### config.mk
export PLATFORM = sky130hd
export DESIGN_NAME = srcr_score_div
export DESIGN_NICKNAME = d
export VERILOG_FILES = /design/src/rtl/srcr_pkg.sv /design/src/rtl/srcr_score_div.sv
export SDC_FILE = /design/constraint.sdc
export NUM_CORES = 1
export LEC_CHECK = 0
export ABC_AREA = 1
export BUFFER_PORTS_ARGS = -buffer_cell sky130_fd_sc_hd__buf_2
export CAP_MARGIN = 20
export CORE_UTILIZATION = 58
export DETAILED_ROUTE_END_ITERATION = 12
export PLACE_DENSITY_LB_ADDON = 0.05
export SETUP_SLACK_MARGIN = 0.5
export SLEW_MARGIN = 30
export SYNTH_ARGS = -nofsm -noshare
export SYNTH_HDL_FRONTEND = slang
export SYNTH_SLANG_ARGS = --single-unit
### constraint.sdc
create_clock -name clk_i -period 4.47 [get_ports clk_i]
set_input_delay 0.447 -clock clk_i [delete_from_list [all_inputs] [get_ports clk_i]]
set_output_delay 0.447 -clock clk_i [all_outputs]
set_load 0.05 [all_outputs]
### src/rtl/srcr_pkg.sv
// Package for the score-ranked cache replacement block.
// Holds the word types, the table entry type, the control states and defaults.
// No dependencies.
package srcr_pkg;

  localparam int unsigned ENTRIES_DEF   = 64;
  localparam int unsigned FRAC_BITS_DEF = 16;

  localparam logic KIND_LOOKUP = 1'b0;
  localparam logic KIND_INSERT = 1'b1;

  typedef struct packed {
    logic        kind;
    logic [63:0] url_key;
    logic [63:0] path_key;
    logic [31:0] body_handle;
    logic [31:0] body_size;
    logic [31:0] fetch_latency;
  } in_word_t;

  typedef struct packed {
    logic        hit;
    logic [31:0] found_handle;
    logic [31:0] found_size;
    logic [31:0] found_latency;
    logic [31:0] found_frequency;
    logic        accepted;
    logic        evicted;
    logic [31:0] evicted_handle;
    logic [31:0] hit_total;
    logic [31:0] miss_total;
    logic [6:0]  entry_count;
  } out_word_t;

  typedef struct packed {
    logic [63:0] url_key;
    logic [63:0] path_key;
    logic [31:0] handle;
    logic [31:0] size;
    logic [31:0] latency;
    logic [31:0] frequency;
    logic [63:0] score;
  } slot_t;

  typedef enum logic [3:0] {
    ST_IDLE,
    ST_SCAN,
    ST_MUL,
    ST_DIV,
    ST_REMOVE,
    ST_FIND,
    ST_SHIFT,
    ST_WRITE,
    ST_OUT
  } state_e;

endpackage

### src/rtl/srcr_score_div.sv
// Restoring divider for the score: floor(product * 2^FRAC / size), saturated.
// One quotient bit per cycle. Depends on srcr_pkg for its default.
module srcr_score_div #(
  parameter int unsigned SCORE_FRAC_BITS = srcr_pkg::FRAC_BITS_DEF
) (
  input  logic        clk_i,
  input  logic        rst_ni,
  input  logic        start_i,
  input  logic [63:0] product_i,
  input  logic [31:0] size_i,
  output logic        done_o,
  output logic [63:0] score_o
);

  localparam int unsigned DW = 64 + SCORE_FRAC_BITS;
  localparam int unsigned KW = $clog2(DW + 1);

  logic [DW-1:0] dvd_q, dvd_d, quo_q, quo_d;
  logic [32:0]   rem_q, rem_d, trial;
  logic [31:0]   size_q, size_d;
  logic [KW-1:0] cnt_q, cnt_d;
  logic          busy_q, busy_d, done_q, done_d;

  always_comb begin
    dvd_d  = dvd_q;
    quo_d  = quo_q;
    rem_d  = rem_q;
    size_d = size_q;
    cnt_d  = cnt_q;
    busy_d = busy_q;
    done_d = 1'b0;
    trial  = {rem_q[31:0], dvd_q[DW-1]};
    if (start_i) begin
      dvd_d  = DW'(product_i) << SCORE_FRAC_BITS;
      quo_d  = '0;
      rem_d  = '0;
      size_d = size_i;
      cnt_d  = KW'(DW);
      busy_d = 1'b1;
    end else if (busy_q) begin
      dvd_d = dvd_q << 1;
      if (trial >= {1'b0, size_q}) begin
        rem_d = trial - {1'b0, size_q};
        quo_d = {quo_q[DW-2:0], 1'b1};
      end else begin
        rem_d = trial;
        quo_d = {quo_q[DW-2:0], 1'b0};
      end
      cnt_d = cnt_q - 1'b1;
      if (cnt_q == KW'(1)) begin
        busy_d = 1'b0;
        done_d = 1'b1;
      end
    end
  end

  always_ff @(posedge clk_i or negedge rst_ni) begin
    if (!rst_ni) begin
      busy_q <= 1'b0;
      done_q <= 1'b0;
      cnt_q  <= '0;
    end else begin
      busy_q <= busy_d;
      done_q <= done_d;
      cnt_q  <= cnt_d;
    end
  end

  always_ff @(posedge clk_i) begin
    dvd_q  <= dvd_d;
    quo_q  <= quo_d;
    rem_q  <= rem_d;
    size_q <= size_d;
  end

  // A quotient that needs more than 64 bits saturates to all ones.
  assign done_o  = done_q;
  assign score_o = ((quo_q >> 64) != '0) ? '1 : quo_q[63:0];

endmodule

==> results.py <==
metrics = {
    "status": {
        "status": "finished clean",
    },
    "worst_setup_path": {
        "path_buf_inv": 2,
        "crit_type": "register to register",
        "cp.depth": 13,
        "worstPathArrival_ns": 3.18,
        "start_kind": "register",
        "endpoint_kind": "register",
        "reg2regPathDepth": 13,
        "cp_common_cell": "nand2_1",
        "critPathRequiredTime_ns": 4.87,
        "crit_fanout": 35,
        "crit_chain": "ha_1 -> nand2_2 -> inv_1 -> a21oi_1 -> nand2_1 -> nand2_1 -> nand2_1 -> nor2_4 -> nand2_8 -> nand2_4 -> o21ai_0 -> nand2_1 -> inv_1",
        "worst_path_max_delay_cell": "nor2_4",
        "cp_top_family": "simple AND/OR/NAND/NOR gates",
        "cpPeakStageDelay_ns": 0.42,
    },
    "timing": {
        "worstMarginPinSlew_ns": 0.939,
        "hold_slack_ns": 0.109,
        "worst_clock_skew_ns": 0.0100,
        "max_freq_mhz": 360,
        "hold_violations": 0,
        "finalSetupTns_ns": 0,
        "setup_viol": 0,
        "fin_ws_ns": 1.69,
        "slew_viol_final": 0,
        "period_share": 0.621,
        "grt_setup_unrepaired": "no",
        "maxSlewHeadroom": 0.373,
        "min_period_ns": 2.78,
    },
    "die": {
        "die_w_um": 140,
        "fp.dieH_um": 140,
        "die_area_mm2": 0.0197,
        "start_util": 0.593,
        "rows": 50,
        "core_area_mm2": 0.0188,
        "io-pin-count": 164,
    },
    "synth": {
        "synth_area_leader_cell": "edfxtp_1",
        "ys_types": 41,
        "ys_async_sr_fraction": 0.0415,
        "synth_flop_cell": "dfxtp_1",
        "synth_edf_count": 96,
        "synth_top_area_share": 0.259,
        "synth.area.top_cells": "edfxtp_1, dfxtp_1, nand2_1",
        "avgSynthCellArea_um2": 7.67,
        "syn_inst": 1451,
        "yosysWarnings": 0,
        "synth_area_mm2": 0.0111,
        "syn_nets": 1585,
        "ys_ff_latch": 217,
        "yosysSeqAreaShare": 0.481,
    },
    "clocking": {
        "htree_levels": 1,
        "cts_root_buf": "clkbuf_16",
        "cts.sinks": 217,
        "cts_buffers": 24,
        "cts_buffer_depth": 3,
        "cts_resized": 0,
        "clk_latency_ns": 0.51,
        "cts_tree": "done",
        "post-cts-setup-buffers": 0,
        "path_clk_slew_ns": 0.06,
    },
    "grt": {
        "grt_pass1_wl_um": 42900,
        "grt_max_degree": 88,
        "overflow": 0,
        "grt_pass1_vias": 8906,
        "grtUsageMet2": 0.454,
        "grt.met1_usage": 0.345,
        "grt_use_total": 0.269,
        "gr-usage-met3": 0.0475,
        "antenna_found_initial": 2,
        "busiest_layer": "met2",
    },
    "routing": {
        "drt_iter0_drc": 560,
        "vias": 9580,
        "detail_route.wl_per_cell_um": 14.4,
        "drc": 0,
        "vias_per_cell": 5.18,
        "firstDrtPassIters": 5,
        "ant_nets": 0,
        "routed_wl_um": 26700,
    },
    "job": {
        "maxCapViolCount": 0,
    },
    "placement": {
        "place_ws_ns": 1.77,
        "dp_hpwl_um": 18800,
        "gp_congestion": 1.00,
        "portBuffers": 163,
        "post-place-cells": 1803,
    },
    "hold_path": {
        "hp-class": "primary input to register",
        "min_path_cells": 1,
    },
    "cells_and_area": {
        "finalNetCount": 1730,
        "drive_gt1_frac": 0.165,
        "fin_util": 0.683,
        "area_growth_pct": 15.2,
        "instances_no_fill": 1848,
        "num-fill-cells": 1636,
    },
    "power": {
        "leakage_nw": 6.90,
        "power_density_mw_per_mm2": 523,
        "ir_drop_v": 0.000361,
    },
}
## registers in the layout (all words and copies together) (netlist names)
signal	flops
dvd_q	64
rem_q	32
busy_q	1
quo_q	80
done_o	1
size_q	32
cnt_q	7
## layer usage
layer	wire, um	up-vias
met1	11600	4336
met3	1400	70
met2	12700	259
met4	969	0
met5	0	-
li1	-	4915
## final timing paths
check,start,to,slack (ns)
hold / removal,size_i[11],size_q[11],0.11
setup reg to reg,rem_q[23],quo_q[0],1.69
min in group asynchronous,rst_ni,cnt_q[0],0.34
hold reg to reg,rem_q[25],rem_q[25],0.47
setup / recovery,rem_q[23],quo_q[0],1.69
max in group asynchronous,rst_ni,cnt_q[4],3.95
## layout by cell type (no fill, tap or decap), types with 9 or more instances in the layout
cell | Yosys | routed
clkbuf_16 | 0 | 25
nor2_1 | 63 | 63
nand2_1 | 532 | 532
ha_1 | 34 | 34
buf_4 | 4 | 12
nand2_2 | 11 | 11
dfrtp_1 | 9 | 9
inv_2 | 8 | 9
edfxtp_1 | 96 | 96
nand4_1 | 35 | 35
o21ai_0 | 16 | 16
o22ai_1 | 80 | 80
buf_2 | 9 | 162
dfxtp_1 | 112 | 112
nand3_1 | 64 | 64
inv_1 | 242 | 240
a21oi_1 | 29 | 29
nand3_2 | 16 | 16
## power breakdown
group / switching (mW) / total [mW] / internal (mW)
registers: 0.149 / 2.45 / 2.31
logic: 1.59 / 2.39 / 0.797
clock network: 0.761 / 1.87 / 1.10
## area by class of cell
cell class | instances | area (um^2) | share of cell area
Sequential cell | 217 | 5350 | 0.417
Antenna cell | 2 | 5.00 | 0.000390
Clock inverter | 5 | 30.0 | 0.00234
Clock buffer | 37 | 721 | 0.0562
Multi-Input combinational cell | 928 | 4570 | 0.356
Timing Repair Buffer | 175 | 911 | 0.0711
Tap cell | 234 | 293 | 0.0228
Inverter | 250 | 941 | 0.0734
## repair_timing
item | in CTS | in global routing
endpoints found under the setup margin | 0 | 0
hold buffers | 1 | 0
hold endpoints to repair | 9 | 0
## cells in the mapped netlist, types with 2 or more instances
library cell  count
a21oi_1          29
inv_2             8
o21ai_0          16
nor2_2            7
buf_2             9
nand2_1         532
clkbuf_1         33
nor4_1            2
xor2_1            8
o21bai_1          6
nor2_4            2
edfxtp_1         96
nand2_4           2
nor3_1            5
inv_1           242
nand3_1          64
buf_1             7
buf_12            2
nand3_2          16
dfxtp_1         112
nand4_1          35
o21ai_2           4
ha_1             34
dfrtp_1           9
buf_4             4
nor2_1           63
nand2_2          11
o22ai_1          80
## kinds of logic (layout without fill, tap and decap cells)
group / Yosys count / after routing / synth area share
AND/OR/NAND/NOR: 746 / 746 / 0.288
buffers and inverters: 306 / 467 / 0.109
flip-flops: 217 / 217 / 0.481
AO/OA/AOI/OAI: 138 / 138 / 0.0743
adder cells (fa/ha/maj): 35 / 35 / 0.0400
XOR/XNOR: 9 / 9 / 0.00709
other: 0 / 2 / 0
## per-stage QoR
stage	area, um^2	power (mW)
floorplan	11100	4.32
detailed placement	12100	4.83
CTS	12800	6.72
global placement	12100	4.81
global route	12800	7.15
finish	12800	6.71
Power figures use the tool's default switching activity.
